<file path="config.mk">
export PLATFORM = sky130hd
export DESIGN_NAME = object_file_section_loader_core
export DESIGN_NICKNAME = d
export VERILOG_FILES = /design/src/rtl/core/osl_pkg.sv /design/src/rtl/core/object_file_section_loader_core.sv /design/src/rtl/core/osl_parser.sv /design/src/rtl/core/osl_out_reg.sv
export SDC_FILE = /design/constraint.sdc
export NUM_CORES = 1
export LEC_CHECK = 0
export ABC_AREA = 1
export ABC_CLOCK_PERIOD_IN_PS = 3000
export BUFFER_PORTS_ARGS = -buffer_cell sky130_fd_sc_hd__buf_2
export CAP_MARGIN = 20
export CORE_ASPECT_RATIO = 1.25
export CORE_MARGIN = 3
export CORE_UTILIZATION = 40
export DETAILED_ROUTE_END_ITERATION = 7
export MAX_ROUTING_LAYER = met4
export PLACE_DENSITY = 0.62
export SLEW_MARGIN = 15
export SYNTH_ARGS = -nofsm -noshare
export SYNTH_HDL_FRONTEND = slang
export SYNTH_HIERARCHICAL = 1
export SYNTH_SLANG_ARGS = --single-unit
</file>
<file path="constraint.sdc">
create_clock -name i_clk -period 3 [get_ports i_clk]
set_input_delay 0.15 -clock i_clk [delete_from_list [all_inputs] [get_ports i_clk]]
set_output_delay 0.15 -clock i_clk [all_outputs]
set_load 0.005 [all_outputs]
</file>
<file path="src/rtl/core/osl_pkg.sv">
// ----------------------------------------------------------------------------
// osl_pkg
// Shared types and constants for the object file section loader.
// ----------------------------------------------------------------------------
`default_nettype none

package osl_pkg;

    // Width of the internal write address; it wraps at this width
    localparam int ADDR_WIDTH = 16;

    localparam logic [15:0] HDR_CODE     = 16'hCADE;
    localparam logic [15:0] HDR_DATA     = 16'hDADA;
    localparam logic [15:0] HDR_SYMBOL   = 16'hC3B7;
    localparam logic [15:0] HDR_FILENAME = 16'h717E;
    localparam logic [15:0] HDR_LINE     = 16'h715E;

    localparam logic [15:0] LINE_WORDS = 16'd3;

    typedef enum logic [2:0] {
        PH_HEADER,
        PH_ADDRESS,
        PH_COUNT,
        PH_PAYLOAD,
        PH_SKIP_BYTES,
        PH_SKIP_WORDS
    } t_phase;

    typedef enum logic [2:0] {
        SK_CODE,
        SK_DATA,
        SK_SYMBOL,
        SK_FILENAME,
        SK_LINE
    } t_section;

    typedef enum logic {
        KIND_WRITE = 1'b0,
        KIND_ERROR = 1'b1
    } t_kind;

    typedef struct packed {
        t_kind       kind;
        logic [15:0] address;
        logic [15:0] data;
    } t_result;

endpackage

`default_nettype wire

</file>
<file path="src/rtl/core/object_file_section_loader_core.sv">
// ----------------------------------------------------------------------------
// object_file_section_loader_core
// Byte-serial object file loader: turns code and data sections into memory
// word writes, skips symbol, filename and line sections, flags bad headers.
//
//   channel  dir  handshake                payload
//   -------  ---  -----------------------  ---------------------------
//   in       in   i_in_valid / o_in_stall  i_byte_req
//   out      out  o_out_valid / i_out_stall o_kind, o_address, o_data
//
// One byte per cycle sustained while the output is not stalled; the outcome of a
// byte is loaded into the result register after the byte has passed the input
// register and the parser step, which waits while the result register is stalled.
// Reset clears the parser to expect a header word and empties both stages.
// An output stall holds the result register and backs up into o_in_stall
// only once the input register holds a byte the parser cannot retire.
// ----------------------------------------------------------------------------
`default_nettype none

module object_file_section_loader_core (
    input  wire logic        i_clk,
    input  wire logic        i_rst_n,
    input  wire logic        i_in_valid,
    output logic             o_in_stall,
    input  wire logic [7:0]  i_byte_req,
    output logic             o_out_valid,
    input  wire logic        i_out_stall,
    output logic             o_kind,
    output logic [15:0]      o_address,
    output logic [15:0]      o_data
);

    logic             r_in_valid;
    logic [7:0]       r_in_byte;
    logic             step;
    logic             out_free;
    logic             res_valid;
    osl_pkg::t_result res;
    osl_pkg::t_result out_res;

    // retire the held byte when the result register can take its outcome
    assign step       = r_in_valid && out_free;
    assign o_in_stall = r_in_valid && !out_free;

    always_ff @(posedge i_clk) begin
        if (!i_rst_n) begin
            r_in_valid <= 1'b0;
        end else if (!o_in_stall) begin
            r_in_valid <= i_in_valid;
        end
    end

    always_ff @(posedge i_clk) begin
        if (!o_in_stall && i_in_valid) begin
            r_in_byte <= i_byte_req;
        end
    end

    osl_parser u_parser (
        .i_clk       (i_clk),
        .i_rst_n     (i_rst_n),
        .i_step      (step),
        .i_byte      (r_in_byte),
        .o_res       (res),
        .o_res_valid (res_valid)
    );

    osl_out_reg u_out_reg (
        .i_clk       (i_clk),
        .i_rst_n     (i_rst_n),
        .i_load      (step && res_valid),
        .i_res       (res),
        .i_out_stall (i_out_stall),
        .o_full      (o_out_valid),
        .o_free      (out_free),
        .o_res       (out_res)
    );

    assign o_kind    = out_res.kind;
    assign o_address = out_res.address;
    assign o_data    = out_res.data;

endmodule

`default_nettype wire

</file>
<file path="src/rtl/core/osl_parser.sv">
// ----------------------------------------------------------------------------
// osl_parser
// Section parser: pairs bytes into words, walks the section layout and
// produces memory writes or the invalid header error.
// ----------------------------------------------------------------------------
`default_nettype none

module osl_parser (
    input  wire logic            i_clk,
    input  wire logic            i_rst_n,
    input  wire logic            i_step,
    input  wire logic [7:0]      i_byte,
    output osl_pkg::t_result     o_res,
    output logic                 o_res_valid
);

    osl_pkg::t_phase                     r_phase, n_phase;
    osl_pkg::t_section                   r_section, n_section;
    logic                                r_pending, n_pending;
    logic [7:0]                          r_upper, n_upper;
    logic [osl_pkg::ADDR_WIDTH-1:0]      r_addr, n_addr;
    logic [15:0]                         r_count, n_count;
    logic                                r_failed, n_failed;

    logic [15:0] word;
    logic [31:0] addr_wide;
    logic        is_write;

    assign word      = {r_upper, i_byte};
    assign addr_wide = 32'(r_addr);

    always_ff @(posedge i_clk) begin
        if (!i_rst_n) begin
            r_phase   <= osl_pkg::PH_HEADER;
            r_section <= osl_pkg::SK_CODE;
            r_pending <= 1'b0;
            r_upper   <= 8'd0;
            r_addr    <= '0;
            r_count   <= 16'd0;
            r_failed  <= 1'b0;
        end else if (i_step) begin
            r_phase   <= n_phase;
            r_section <= n_section;
            r_pending <= n_pending;
            r_upper   <= n_upper;
            r_addr    <= n_addr;
            r_count   <= n_count;
            r_failed  <= n_failed;
        end
    end

    always_comb begin
        n_phase     = r_phase;
        n_section   = r_section;
        n_pending   = r_pending;
        n_upper     = r_upper;
        n_addr      = r_addr;
        n_count     = r_count;
        n_failed    = r_failed;
        o_res_valid = 1'b0;
        o_res.kind    = osl_pkg::KIND_WRITE;
        o_res.address = addr_wide[15:0];
        o_res.data    = word;

        if (!r_failed) begin
            if (r_phase == osl_pkg::PH_SKIP_BYTES) begin
                // byte-counted skip ignores word pairing
                n_count = r_count - 16'd1;
                if (r_count == 16'd1) begin
                    n_phase = osl_pkg::PH_HEADER;
                end
            end else if (!r_pending) begin
                n_upper   = i_byte;
                n_pending = 1'b1;
            end else begin
                n_pending = 1'b0;
                unique case (r_phase)
                    osl_pkg::PH_HEADER: begin
                        if (word == osl_pkg::HDR_CODE) begin
                            n_section = osl_pkg::SK_CODE;
                            n_phase   = osl_pkg::PH_ADDRESS;
                        end else if (word == osl_pkg::HDR_DATA) begin
                            n_section = osl_pkg::SK_DATA;
                            n_phase   = osl_pkg::PH_ADDRESS;
                        end else if (word == osl_pkg::HDR_SYMBOL) begin
                            n_section = osl_pkg::SK_SYMBOL;
                            n_phase   = osl_pkg::PH_ADDRESS;
                        end else if (word == osl_pkg::HDR_FILENAME) begin
                            n_section = osl_pkg::SK_FILENAME;
                            n_phase   = osl_pkg::PH_COUNT;
                        end else if (word == osl_pkg::HDR_LINE) begin
                            n_section = osl_pkg::SK_LINE;
                            n_count   = osl_pkg::LINE_WORDS;
                            n_phase   = osl_pkg::PH_SKIP_WORDS;
                        end else begin
                            // unknown header: report once, then drop everything
                            n_failed      = 1'b1;
                            o_res_valid   = 1'b1;
                            o_res.kind    = osl_pkg::KIND_ERROR;
                            o_res.address = 16'd0;
                        end
                    end
                    osl_pkg::PH_ADDRESS: begin
                        n_addr  = osl_pkg::ADDR_WIDTH'(word);
                        n_phase = osl_pkg::PH_COUNT;
                    end
                    osl_pkg::PH_COUNT: begin
                        n_count = word;
                        if (word == 16'd0) begin
                            n_phase = osl_pkg::PH_HEADER;
                        end else if (r_section == osl_pkg::SK_CODE ||
                                     r_section == osl_pkg::SK_DATA) begin
                            n_phase = osl_pkg::PH_PAYLOAD;
                        end else begin
                            n_phase = osl_pkg::PH_SKIP_BYTES;
                        end
                    end
                    osl_pkg::PH_PAYLOAD: begin
                        o_res_valid = 1'b1;
                        n_addr      = r_addr + osl_pkg::ADDR_WIDTH'(1);
                        n_count     = r_count - 16'd1;
                        if (r_count == 16'd1) begin
                            n_phase = osl_pkg::PH_HEADER;
                        end
                    end
                    osl_pkg::PH_SKIP_WORDS: begin
                        n_count = r_count - 16'd1;
                        if (r_count == 16'd1) begin
                            n_phase = osl_pkg::PH_HEADER;
                        end
                    end
                    default: begin
                        n_phase = osl_pkg::PH_HEADER;
                    end
                endcase
            end
        end
    end

    assign is_write = o_res_valid && (o_res.kind == osl_pkg::KIND_WRITE);

    a_no_result_after_fail: assert property (@(posedge i_clk) disable iff (!i_rst_n)
        r_failed |-> !o_res_valid)
        else $error("result produced after header error");

    a_write_only_in_payload: assert property (@(posedge i_clk) disable iff (!i_rst_n)
        is_write |-> (r_phase == osl_pkg::PH_PAYLOAD && r_pending))
        else $error("memory write outside payload");

    a_count_nonzero: assert property (@(posedge i_clk) disable iff (!i_rst_n)
        (r_phase == osl_pkg::PH_PAYLOAD || r_phase == osl_pkg::PH_SKIP_BYTES ||
         r_phase == osl_pkg::PH_SKIP_WORDS) |-> (r_count != 16'd0))
        else $error("counted phase with zero count");

    a_skip_bytes_unpaired: assert property (@(posedge i_clk) disable iff (!i_rst_n)
        (r_phase == osl_pkg::PH_SKIP_BYTES) |-> !r_pending)
        else $error("byte skip entered with a held upper byte");

    a_addr_advance: assert property (@(posedge i_clk) disable iff (!i_rst_n)
        (i_step && is_write) |=> (r_addr == $past(r_addr) + osl_pkg::ADDR_WIDTH'(1)))
        else $error("write address did not advance");

endmodule

`default_nettype wire

</file>
<file path="src/rtl/core/osl_out_reg.sv">
// ----------------------------------------------------------------------------
// osl_out_reg
// Result register: holds one result until the downstream side takes it.
// ----------------------------------------------------------------------------
`default_nettype none

module osl_out_reg (
    input  wire logic             i_clk,
    input  wire logic             i_rst_n,
    input  wire logic             i_load,
    input  osl_pkg::t_result      i_res,
    input  wire logic             i_out_stall,
    output logic                  o_full,
    output logic                  o_free,
    output osl_pkg::t_result      o_res
);

    logic             r_valid;
    osl_pkg::t_result r_res;

    // free when empty or being drained this cycle
    assign o_free = !r_valid || !i_out_stall;
    assign o_full = r_valid;
    assign o_res  = r_res;

    always_ff @(posedge i_clk) begin
        if (!i_rst_n) begin
            r_valid <= 1'b0;
        end else if (i_load) begin
            r_valid <= 1'b1;
        end else if (!i_out_stall) begin
            r_valid <= 1'b0;
        end
    end

    always_ff @(posedge i_clk) begin
        if (i_load) begin
            r_res <= i_res;
        end
    end

endmodule

`default_nettype wire

</file>
== Word-level counts from Yosys, hierarchy flattened ==
Cells that the tools add are included.

* Bits in registers: 91
* Bits of input ports: 12
* Output and inout port bits: 35
* Logic and storage cells: 113

* Add/sub/neg operators: 2
* Equal/unequal tests: 19
* Muxes and demuxes: 50
* Bitwise gates (word level): 4
* Reductions and logical operators: 25

{| class="wikitable"
|+ Operators by type and width
! operator !! number
|-
| 2-to-1 mux 16 bit || 15
|-
| == test 16 bit, second input constant || 3
|-
| one-hot mux 16 bit (3 select lines) || 1
|-
| 2-to-1 mux 3 bit || 15
|-
| == test 16 x 15 -> 1 bit, second input constant || 2
|-
| one-hot mux 16 bit (2 select lines) || 1
|-
| 2-to-1 mux 17 bit || 1
|-
| adder 16 x 1 -> 16 bit, second input constant || 1
|-
| == test 16 x 1 -> 1 bit, second input constant || 1
|-
| logical NOT 16 bit || 1
|-
| subtractor 16 x 1 -> 16 bit, second input constant || 1
|-
| 2-to-1 mux 1 bit || 15
|-
| != test 3 x 2 -> 1 bit, second input constant || 4
|-
| one-hot mux 3 bit (4 select lines) || 1
|-
| AND reduction 9 bit || 1
|-
| AND reduction 4 bit || 2
|-
| OR reduction 8 bit || 1
|-
| != test 7 x 1 -> 1 bit, second input constant || 1
|-
| == test 3 x 1 -> 1 bit, second input constant || 2
|-
| == test 3 x 2 -> 1 bit, second input constant || 2
|-
| == test 3 bit, second input constant || 2
|-
| logical NOT 3 bit || 2
|-
| AND reduction 6 bit || 1
|-
| AND reduction 5 bit || 1
|-
| other kinds (12) || 23
|}

== Depth between registers and ports, before layout ==
Gate-level depths: netlist (run 1).

* Word-level depth: 12
* Gate-level depth with buffers: 13
* Depth with buffers taken out: 13

== By module ==
Netlist (run 1), hierarchy kept.

{| class="wikitable"
|+ By module, submodules not included
! module !! instances !! cells each !! area an instance (um^2) !! sequential area each (um^2)
|-
| osl_parser || 1 || 593 || 3490.8 || 940.9
|-
| osl_out_reg || 1 || 38 || 1033.5 || 1011.0
|-
| object_file_section_loader_core || 1 || 20 || 307.8 || 260.2
|}

== Worst setup path before layout (run 1) ==
Ideal clock, no wire load.

* Path type: reg-to-reg
* Start: register r_in_byte[1]
* End: register u_out_reg.r_res (netlist bit u_out_reg/o_res[0]), enable pin
* Setup time: 0.425 ns
* Arrival: 2.731 ns
* Required time: 2.575 ns
* Slack: -0.155 ns
* Stages on the path, launching flop included: 11
* Path buffers: 1
* Period minus slack after synthesis: 3.155 ns
* Path through: edfxtp_1 > clkbuf_2 > nand4_1 > nor2_1 > nand2_1 > nand2_1 > nor2_1 > nand2_1 > a21oi_1 > inv_1 > nor2_1

* Longest elaborated chain between the ends: 11
* Elaborated cells between the ends (all ways): 15
* Classes of those cells: eq/ne: 5; mux: 9; reduce/logical: 1

{| class="wikitable"
|+ Ends and longest elaborated chain
! item !! line !! RTL
|-
| start, declared || object_file_section_loader_core.sv:34 || <nowiki>logic [7:0] r_in_byte;</nowiki>
|-
| start signal, assigned || object_file_section_loader_core.sv:55 || <nowiki>r_in_byte <= i_byte_req;</nowiki>
|-
| == test 16 x 15 -> 1 bit || osl_parser.sv:91 || <nowiki>end else if (word == osl_pkg::HDR_LINE) begin</nowiki>
|-
| 2-to-1 mux 1 bit || osl_parser.sv:91 ||
|-
| 2-to-1 mux 1 bit || osl_parser.sv:88 || <nowiki>end else if (word == osl_pkg::HDR_FILENAME) begin</nowiki>
|-
| 2-to-1 mux 1 bit || osl_parser.sv:85 || <nowiki>end else if (word == osl_pkg::HDR_SYMBOL) begin</nowiki>
|-
| 2-to-1 mux 1 bit || osl_parser.sv:82 || <nowiki>end else if (word == osl_pkg::HDR_DATA) begin</nowiki>
|-
| 2-to-1 mux 1 bit (*) || osl_parser.sv:79 || <nowiki>if (word == osl_pkg::HDR_CODE) begin</nowiki>
|-
| one-hot mux 1 bit (2 select lines) (*) || osl_parser.sv:77 || <nowiki>unique case (r_phase)</nowiki>
|-
| 2-to-1 mux 1 bit (*) || osl_parser.sv:72 || <nowiki>end else if (!r_pending) begin</nowiki>
|-
| 2-to-1 mux 1 bit (*) || osl_parser.sv:66 || <nowiki>if (r_phase == osl_pkg::PH_SKIP_BYTES) begin</nowiki>
|-
| 2-to-1 mux 1 bit (*) || osl_parser.sv:65 || <nowiki>if (!r_failed) begin</nowiki>
|-
| named net res_valid || object_file_section_loader_core.sv:37 || <nowiki>logic res_valid;</nowiki>
|-
| logical AND 1 bit (*) || object_file_section_loader_core.sv:71 || <nowiki>.i_load (step && res_valid),</nowiki>
|-
| end signal, assigned || osl_out_reg.sv:38 || <nowiki>r_res <= i_res;</nowiki>
|-
| end, declared || osl_out_reg.sv:19 || <nowiki>osl_pkg::t_result r_res;</nowiki>
|}

Mark *: on every way through the listed nets, which the timed path passes. The rest lies on a longest branch.
A chain may end at the register's enable or synchronous reset.

== Worst setup path after layout (run 1) ==
* Start: register r_in_byte[0]
* End: register u_out_reg.r_res (netlist bit u_out_reg/o_res[22]), enable pin

The elaborated chain is that of the path after synthesis.

==> results of run 1 <==
cell families (layout without fill, tap and decap cells):
family / after synthesis / count (layout) / share of synthesized area (%)
xor+xnor: 11 / 11 / 1.99
fa+ha+maj: 3 / 3 / 0.777
flops: 90 / 90 / 45.8
buf+inv: 115 / 165 / 10.5
simple gates: 331 / 331 / 29.5
compound gates: 101 / 101 / 11.4
cell usage in the layout, fill, tap and decap left out, types with 4 or more instances in the layout:
cell type,count
xor2_1,10
dlygate4sd3_1,8
nor3_1,10
inv_1,83
buf_2,46
inv_2,4
nand4_1,11
edfxtp_1,41
a211oi_1,4
o21ai_0,36
o22ai_1,9
dfxtp_1,49
a21oi_1,46
nand2_1,156
clkbuf_16,9
buf_4,6
nor2_1,97
nand3_1,39
power groups by stage:
stage                     sequential [W]  clock (W)  combinational, W
final                            0.00135    0.00127          0.000133
after global routing             0.00135    0.00135          0.000149
after CTS                        0.00135    0.00129          0.000132
after detailed placement         0.00137          0          0.000123
after global placement           0.00137          0          0.000123
after floorplan                  0.00136          0         0.0000918
state kept, by name, summed over array words and instances (netlist names):
name and count:
u_out_reg/o_res 33, u_parser/r_addr 16, u_parser/r_count 16, r_in_byte 8, u_parser/r_upper 8, u_parser/r_phase 3
u_parser/r_section 2, r_in_valid 1, u_out_reg/o_full 1, u_parser/r_failed 1, u_parser/r_pending 1
routing by layer:
metal,share of wire [%],global-route usage [%]
met1,41,22.9
met2,52,37.9
met3,3.6,3.31
met4,3.7,9.47
met5,0,-
final cells by class:
| cell class | instances | share of cell area, % |
|---|---|---|
| clock buffer | 9 | 4.05 |
| clock inverter | 7 | 1.98 |
| inverter | 89 | 6.10 |
| multi-input combinational | 446 | 38.1 |
| sequential | 90 | 39.8 |
| tap | 161 | 3.62 |
| timing repair buffer | 60 | 6.39 |
metrics by stage:
step	cells	setup WS, ns	total power, W	hold WS, ns	util [%]
2_1_floorplan	651	0.391	0.00145	0.249	-
3_3_place_gp	838	0.616	0.00149	0.330	43.9
3_5_place_dp	838	0.546	0.00150	0.330	43.9
4_1_cts	862	0.530	0.00277	0.0673	47.4
5_1_grt	862	0.261	0.00285	0.0656	47.4
6_report	862	0.511	0.00275	0.0751	47.4
worst max-delay path: cells and delay by family (launching register included):
| kind | cells | cell delay (ns) |
|---|---|---|
| buffers and inverters | 3 | 0.60 |
| AND/OR/NAND/NOR | 7 | 0.86 |
| flip-flops | 1 | 0.51 |
| AO/OA/AOI/OAI | 1 | 0.15 |
worst max-delay path by stage:
stage / from / end
after floorplan: r_in_byte[1]$_DFFE_PP_ / u_out_reg/o_res[0]$_DFFE_PP_
after global placement: r_in_byte[0]$_DFFE_PP_ / u_out_reg/o_res[16]$_DFFE_PP_
after detailed placement: r_in_byte[0]$_DFFE_PP_ / u_out_reg/o_res[1]$_DFFE_PP_
after CTS: r_in_byte[0]$_DFFE_PP_ / u_out_reg/o_res[22]$_DFFE_PP_
after global routing: r_in_byte[0]$_DFFE_PP_ / u_out_reg/o_res[30]$_DFFE_PP_
final: r_in_byte[0]$_DFFE_PP_ / u_out_reg/o_res[22]$_DFFE_PP_
==> impl_metrics.json, run 1 <==
{
  "synthArstFlopShare_pct": 0,
  "slowest_delay_ns": 0.51,
  "cts_buffers": 9,
  "post_cts_buffers": 0,
  "p_sw_w": 0.000657,
  "drt_iter0_markers": 380,
  "crit_chain": "inv_1 > nand4_1 > nor2_1 > nand2_1 > nand2_1 > nor2_1 > nand2_1 > a21oi_1 > inv_1 > nor2_2 > buf_4",
  "die-area_um2": 13400,
  "r2r-end": "u_out_reg/o_res[22]$_DFFE_PP_",
  "synth_edf_count": 41,
  "rows": 44,
  "crit_top_cell": "nand2_1",
  "synth.yosys.warnings": 6,
  "synth_cells": 651,
  "cts_resized": 0,
  "h-tree-depth": 3,
  "syn2layout_area_growth_pct": 15.1,
  "die_w_um": 104,
  "ir_worst_vdd_mv": 0.333,
  "vias": 4343,
  "crit_fanout": 34,
  "diodes": 0,
  "layout_min_cycle_time_ns": 2.49,
  "p_per_area_nw_per_um2": 495,
  "p_clk_share_pct": 46.3,
  "finalSetupViolCount": 0,
  "synthesis.area_um2": 4830,
  "seqCellArea_um2": 2210,
  "crit_type": "flop to flop",
  "synth_nets": 666,
  "cts.root.buffer_cell": "clkbuf_16",
  "synth_seq_area_share_pct": 45.8,
  "min_to": "r_in_valid$_SDFFE_PN0N_",
  "synth_top_area_cell": "edfxtp_1",
  "place_area_um2": 5140,
  "routabilityCongestion": 0.892,
  "yosysMostFrequentCell": "nand2_1",
  "hp-start": "i_in_valid",
  "worst_pin_slew_ns": 0.823,
  "portBuffers": 46,
  "cts.sinks": 90,
  "synth_area_leaders": "edfxtp_1 (25%), dfxtp_1 (20%), nand2_1 (12%)",
  "reg2reg_depth": 11,
  "ant_nets": 0,
  "drv_slew": 0,
  "grt.overflow.total": 0,
  "fin_crit_sh_pct": 83.0,
  "start_util_pct": 41.2,
  "leakagePower_nw": 2.47,
  "rrSetupSlack_ns": 0.51,
  "drive_gt1_share_pct": 13.1,
  "synth_flop_cell": "dfxtp_1",
  "avgViaCountPerCell": 5.04,
  "max_freq_mhz": 402,
  "power.share.sequential_pct": 48.9,
  "grt_max_degree": 35,
  "final_hold_viol_count": 0,
  "p_int_w": 0.00210,
  "drc": 0,
  "clkLatencyLatePin_ns": 0.35,
  "synth_top_area_share_pct": 25.5,
  "track_usage_pct": 21.1,
  "required_ns": 3.00,
  "cap_viol_max_count": 0,
  "grt_pass1_vias": 4268,
  "critPathCaptureType": "flop",
  "die_h_um": 129,
  "drt_pass1_iterations": 4,
  "num-nets-final": 711,
  "finalInstanceArea_um2": 5560,
  "wl_per_cell_um": 15.4,
  "synth_seq_cells": 90,
  "r2r_start": "r_in_byte[0]$_DFFE_PP_",
  "status": "finished clean",
  "avgSynthCellArea_um2": 7.42,
  "setup_tns_ns": 0,
  "cts_max_path_buffers": 2,
  "clock_skew_ns": 0.0101,
  "grt_setup_unrepaired": "false",
  "ioPinCount": 47,
  "clk_pin_slew_worst_paths_ns": 0.07,
  "worstHoldPathCells": 3,
  "postCtsHoldBufs": 8,
  "antenna_found_initial": 0,
  "hp-class": "input port to flop",
  "core_um2": 11700,
  "postRouteWirelength_um": 13300,
  "max-slew-margin-rel_pct": 45.1,
  "synth_common_cells": "nand2_1 (156), nor2_1 (98), inv_1 (83)",
  "cpMaxStageDelayCell": "edfxtp_1",
  "nFillCells": 1180,
  "cts_tree": "built",
  "grt_pass1_wl_um": 21700,
  "crit_arrival_ns": 2.48,
  "synth.distinct_cells": 37,
  "multi_input_area_um2": 2120,
  "critPathLaunchType": "flop",
  "combPwrFrac_pct": 4.8,
  "swShare_pct": 23.9,
  "dp_hpwl_um": 9770
}
No activity file was read; power rests on OpenSTA's default activity.
==> run 2: changes to the inputs <==
Settings changed: ABC_AREA 1 to 0, ABC_CLOCK_PERIOD_IN_PS 3000 to 2300, PLACE_DENSITY 0.62 to 0.6.
Clock period 3 ns to 2.3 ns, I/O delays scaled along.
==> run 2 against run 1 <==
  * Fmax up 11%
  * Clock power rose by 8%
  * Utilization up 3.3 points
  * Routed wire length shrank 3.7%
  * Largest cell class unchanged
  * Highest routed layer unchanged
==> impl_metrics.json, run 2 <==
{
  "routabilityCongestion": 0.936,
  "die_h_um": 124,
  "synth_top_area_cell": "edfxtp_1",
  "avgSynthCellArea_um2": 9.81,
  "postRouteWirelength_um": 12800,
  "finalSetupViolCount": 0,
  "final_hold_viol_count": 0,
  "p_per_area_nw_per_um2": 602,
  "synth_area_leaders": "edfxtp_1 (27%), dfxtp_1 (22%), a21oi_1 (4.5%)",
  "drv_slew": 0,
  "track_usage_pct": 21.6,
  "worst_hold_slack_ns": 0.148,
  "ant_nets": 0,
  "synth_nets": 472,
  "cts_max_path_buffers": 2,
  "fin_cells": 671,
  "synth_cells": 457,
  "avgViaCountPerCell": 5.83,
  "crit_type": "flop to flop",
  "synthesis.area_um2": 4480,
  "drt_pass1_iterations": 5,
  "max-slew-margin-rel_pct": 66.6,
  "syn2layout_area_growth_pct": 21.8,
  "required_ns": 2.53,
  "yosysMostFrequentCell": "dfxtp_1",
  "die_w_um": 101,
  "synth_seq_area_share_pct": 49.3,
  "grt_max_degree": 24,
  "cts.root.buffer_cell": "clkbuf_16",
  "cap_viol_max_count": 0,
  "critPathCaptureType": "flop",
  "final_cell_mix": "buf_4 (47), dfxtp_1 (47), buf_2 (46), edfxtp_1 (41), a21oi_1 (40)",
  "crit_arrival_ns": 2.47,
  "ir_worst_vdd_mv": 0.318,
  "wl_per_cell_um": 19.0,
  "start_util_pct": 41.6,
  "synth.yosys.warnings": 6,
  "synth_seq_cells": 90,
  "grt_pass1_wl_um": 20500,
  "synth.distinct_cells": 68,
  "die-area_um2": 12500,
  "cts_buffers": 9,
  "largest_reg_flops": 33,
  "layout_min_cycle_time_ns": 2.24,
  "vias": 3915,
  "dp_hpwl_um": 9280,
  "ioPinCount": 47,
  "portBuffers": 46,
  "drive_gt1_share_pct": 23.0,
  "synth_flop_cell": "dfxtp_1",
  "crit_fanout": 4,
  "max_freq_mhz": 446,
  "core_um2": 10800,
  "synth_top_area_share_pct": 27.5,
  "hp-class": "input port to flop",
  "leakagePower_nw": 1.91,
  "grt_setup_unrepaired": "true",
  "drc": 0,
  "antenna_found_initial": 0,
  "grt.overflow.total": 0,
  "critPathLaunchType": "flop",
  "synth_common_cells": "dfxtp_1 (49), edfxtp_1 (41), a21oi_1 (40)",
  "h-tree-depth": 3,
  "finalInstanceArea_um2": 5460,
  "synth_edf_count": 41,
  "cts.sinks": 90,
  "drt_iter0_markers": 376,
  "grt_pass1_vias": 3758,
  "rows": 42,
  "place_area_um2": 5080,
  "status": "finished clean",
  "synthArstFlopShare_pct": 0,
  "num-nets-final": 549,
  "diodes": 0,
  "utilization_pct": 50.7,
  "fin_crit_sh_pct": 97.5,
  "clkLatencyLatePin_ns": 0.34,
  "dp_cells": 645,
  "cts_tree": "built",
  "clock_skew_ns": 0.00844,
  "clk_pin_slew_worst_paths_ns": 0.07,
  "worst_pin_slew_ns": 0.497
}
[run 2: report_power, final]
part           leakage (nW)  switching, W  total (W)  internal [W]
clock                 0.133      0.000606    0.00137      0.000763
sequential            0.760     0.0000282    0.00173       0.00170
combinational          1.02      0.000106   0.000191     0.0000849
total                  1.91      0.000740    0.00329       0.00255
[run 2: worst max-delay path: stages, from the launching register on]
cell and delay [ns]:
edfxtp_1 0.39, or3_4 0.40, nor4_4 0.26, buf_4 0.17
a31oi_1 0.06, a22oi_1 0.23, nor4b_2 0.07, and3_4 0.21
a21oi_1 0.25, nor2b_1 0.08
[run 2: layout make-up]
type                       instances  area, um^2
multi-input combinational        317        2050
tap                              132         165
sequential                        90        2210
clock inverter                     4        26.3
clock buffer                      12         246
inverter                          12        45.0
fill                             969        5310
timing repair buffer             104         713
[run 2: what timing repair did]
item	CTS	global route
hold buffers	9	0
endpoints found under the setup margin	0	4
endpoints found under the hold margin	9	0
resized for setup	0	3
buffers inserted	0	1
[run 2: kinds of logic (layout without fill, tap and decap cells)]
| kind of cell | after synthesis | in the layout | synth area share [%] |
|---|---|---|---|
| and+or+nand+nor | 164 | 164 | 20.5 |
| AOI/OAI and AO/OA | 136 | 136 | 21.1 |
| DFF | 90 | 90 | 49.3 |
| buffers and inverters | 50 | 132 | 5.27 |
| muxes | 9 | 9 | 2.01 |
| xor gates and xnor gates | 5 | 5 | 0.977 |
| adders and majority gates | 3 | 3 | 0.837 |
[run 2: per-layer routing]
layer  vias up  track usage, %  share of wire (%)  wire, um
met5         -               -                  0         0
met4         0            8.25                2.9       376
met3        32            3.59                4.5       579
met2       123            34.0                 49      6280
met1      1872            27.7                 43      5540
li1       1888               -                  -         -
[run 2: path summary, 6_finish.rpt]
kind	start	end	slack, ns	depth (start not counted)
setup / recovery	r_in_byte[7]$_DFFE_PP_	u_out_reg/o_full$_SDFFE_PN0P_	0.06	9
hold / removal	i_out_stall	u_out_reg/o_full$_SDFFE_PN0P_	0.15	3
setup reg to reg	r_in_byte[7]$_DFFE_PP_	u_out_reg/o_full$_SDFFE_PN0P_	0.06	9
hold reg to reg	u_parser/r_section[1]$_SDFFE_PN0P_	u_parser/r_section[1]$_SDFFE_PN0P_	0.50	2
[run 2: through the flow]
step / TNS, ns / setup slack, ns / power [W]
detailed placement: 0 / 0.128 / 0.00194
global placement: 0 / 0.163 / 0.00194
finish: 0 / 0.0575 / 0.00329
CTS: 0 / 0.104 / 0.00332
floorplan: 0 / 0.0663 / 0.00185
global route: -0.0246 / -0.0246 / 0.00341
==> run 3: changes to the inputs <==
Settings changed: BUFFER_PORTS_ARGS -buffer_cell sky130_fd_sc_hd__buf_2 to default, DONT_BUFFER_PORTS from default to 1, PLACE_DENSITY 0.6 to 0.56.
==> run 3 against run 2 <==
  * Clock power is 6% higher
  * Cell count is 5.7% lower
  * Worst hold slack worse by 0.10 ns
  * Critical path type unchanged
  * Largest cell class unchanged
==> impl_metrics.json, run 3 (synthesis gave the netlist of run 2 again) <==
{
  "status": "finished clean",
  "finalSetupViolCount": 0,
  "grt_use_met3_pct": 3.59,
  "ant_nets": 0,
  "routabilityCongestion": 0.986,
  "grt_use_met2_pct": 32.9,
  "grt_pass1_wl_um": 19900,
  "start_util_pct": 41.6,
  "power.share.sequential_pct": 51.4,
  "cts.root.buffer_cell": "clkbuf_16",
  "timing.final.ws_setup_ns": 0.120,
  "drt_pass1_iterations": 5,
  "critPathCaptureType": "flop",
  "swShare_pct": 24.4,
  "p_sw_w": 0.000818,
  "fin_crit_sh_pct": 94.8,
  "cts_buffers": 9,
  "dp_hpwl_um": 9150,
  "core_um2": 10800,
  "seqCellArea_um2": 2210,
  "r2r_start": "r_in_byte[2]$_DFFE_PP_",
  "nFillCells": 975,
  "p_per_area_nw_per_um2": 631,
  "clk_pin_slew_worst_paths_ns": 0.08,
  "syn2layout_area_growth_pct": 18.6,
  "p_int_w": 0.00254,
  "max-slew-margin-rel_pct": 51.0,
  "drt_iter0_markers": 366,
  "top_usage_layer": "met2",
  "reg2reg_depth": 7,
  "grt_pass1_vias": 3721,
  "avgViaCountPerCell": 6.17,
  "track_usage_pct": 20.8,
  "crit_type": "flop to flop",
  "drc": 0,
  "hp-start": "i_rst_n",
  "cts_tree": "built",
  "layout_min_cycle_time_ns": 2.18,
  "r2r-end": "u_out_reg/o_res[8]$_DFFE_PP_",
  "utilization_pct": 49.4,
  "p_clk_share_pct": 43.1,
  "multi_input_area_um2": 2050,
  "ir_worst_vdd_mv": 0.460,
  "antenna_found_initial": 0,
  "crit_arrival_ns": 2.23,
  "drive_gt1_share_pct": 16.8,
  "portBuffers": 0,
  "largest_reg_flops": 33,
  "dp_cells": 604,
  "wl_per_cell_um": 20.0,
  "cts.sinks": 90,
  "setup_tns_ns": 0,
  "drv_slew": 0,
  "mostFrequentLayoutCell": "buf_4",
  "critPathLaunchType": "flop",
  "worst_pin_slew_ns": 0.734,
  "final_cell_mix": "buf_4 (53), dfxtp_1 (49), edfxtp_1 (41), a21oi_1 (40), nor2_1 (36)",
  "rrSetupSlack_ns": 0.12,
  "cap_viol_max_count": 0,
  "die_h_um": 124,
  "grt_max_degree": 22,
  "grt.overflow.total": 0,
  "grtUsageMet1_pct": 26.4,
  "clock_skew_ns": 0.0115,
  "die-area_um2": 12500,
  "leakagePower_nw": 1.79,
  "worstHoldPathCells": 2,
  "place_ws_ns": 0.0756,
  "worst_hold_slack_ns": 0.0467,
  "postRouteWirelength_um": 12700,
  "h-tree-depth": 3,
  "rows": 42,
  "min_to": "u_parser/r_count[7]$_SDFFE_PN0P_",
  "ioPinCount": 47,
  "required_ns": 2.35,
  "final_hold_viol_count": 0,
  "vias": 3903,
  "cts_max_path_buffers": 2,
  "num-nets-final": 511,
  "crit_fanout": 10,
  "fin_cells": 633,
  "hp-class": "input port to flop",
  "clkLatencyLatePin_ns": 0.34,
  "die_w_um": 101,
  "max_freq_mhz": 459,
  "combPwrFrac_pct": 5.5,
  "diodes": 0
}
## run 3: worst max path at each step
stage / start / to / slack, ns / cells past startpoint
after global placement: r_in_byte[2]$_DFFE_PP_ / u_out_reg/o_res[2]$_DFFE_PP_ / 0.14 / 7
after detailed placement: r_in_byte[2]$_DFFE_PP_ / u_out_reg/o_res[10]$_DFFE_PP_ / 0.08 / 7
final: r_in_byte[2]$_DFFE_PP_ / u_out_reg/o_res[8]$_DFFE_PP_ / 0.12 / 7
after global routing: r_in_byte[2]$_DFFE_PP_ / u_out_reg/o_res[4]$_DFFE_PP_ / -0.0009 / 7
after CTS: r_in_byte[2]$_DFFE_PP_ / u_out_reg/o_res[11]$_DFFE_PP_ / 0.07 / 7
after floorplan: u_parser/r_phase[2]$_SDFFE_PN0P_ / u_out_reg/o_res[0]$_DFFE_PP_ / 0.07 / 6
## run 3: what timing repair did
| item | 4_1_cts | 5_1_grt |
|---|---|---|
| buffers inserted | 0 | 2 |
| hold buffers | 11 | 0 |
| setup endpoints to repair | 0 | 32 |
| gates resized for setup | 0 | 2 |
| hold endpoints to repair | 23 | 0 |
## run 3: critical path, cell delays in order (launching register included)
cell and delay (ns):
edfxtp_1 0.51, xnor2_1 0.23, nor4_1 0.09, a31oi_1 0.21, a22oi_1 0.11, nor4b_2 0.24
and3_4 0.29, buf_4 0.20
## run 3: layout make-up
class                      count  area share, %
multi-input combinational    317           38.6
timing repair buffer          66           10.3
inverter                      12          0.847
clock buffer                   9           4.23
clock inverter                 7           1.34
tap                          132           3.10
sequential                    90           41.6
## run 3: layer usage
| metal | vias up | wire [um] | part of all wire (%) |
|---|---|---|---|
| li1 | 1822 | - | - |
| met1 | 1902 | 5550 | 44 |
| met2 | 153 | 6180 | 49 |
| met3 | 26 | 658 | 5.2 |
| met4 | 0 | 303 | 2.4 |
| met5 | - | 0 | 0 |
## run 3: through the flow
stage | area (um^2) | power, W
after CTS | 5300 | 0.00339
after floorplan | 4490 | 0.00185
after global routing | 5320 | 0.00348
after detailed placement | 4890 | 0.00192
final | 5320 | 0.00336
after global placement | 4890 | 0.00192
## run 3: power by group through the flow
stage / Combinational, W / Clock (W) / Sequential, W
2_1_floorplan: 0.0000948 / 0 / 0.00176
3_3_place_gp: 0.000158 / 0 / 0.00176
3_5_place_dp: 0.000160 / 0 / 0.00176
4_1_cts: 0.000179 / 0.00148 / 0.00173
5_1_grt: 0.000196 / 0.00155 / 0.00173
6_report: 0.000184 / 0.00145 / 0.00173
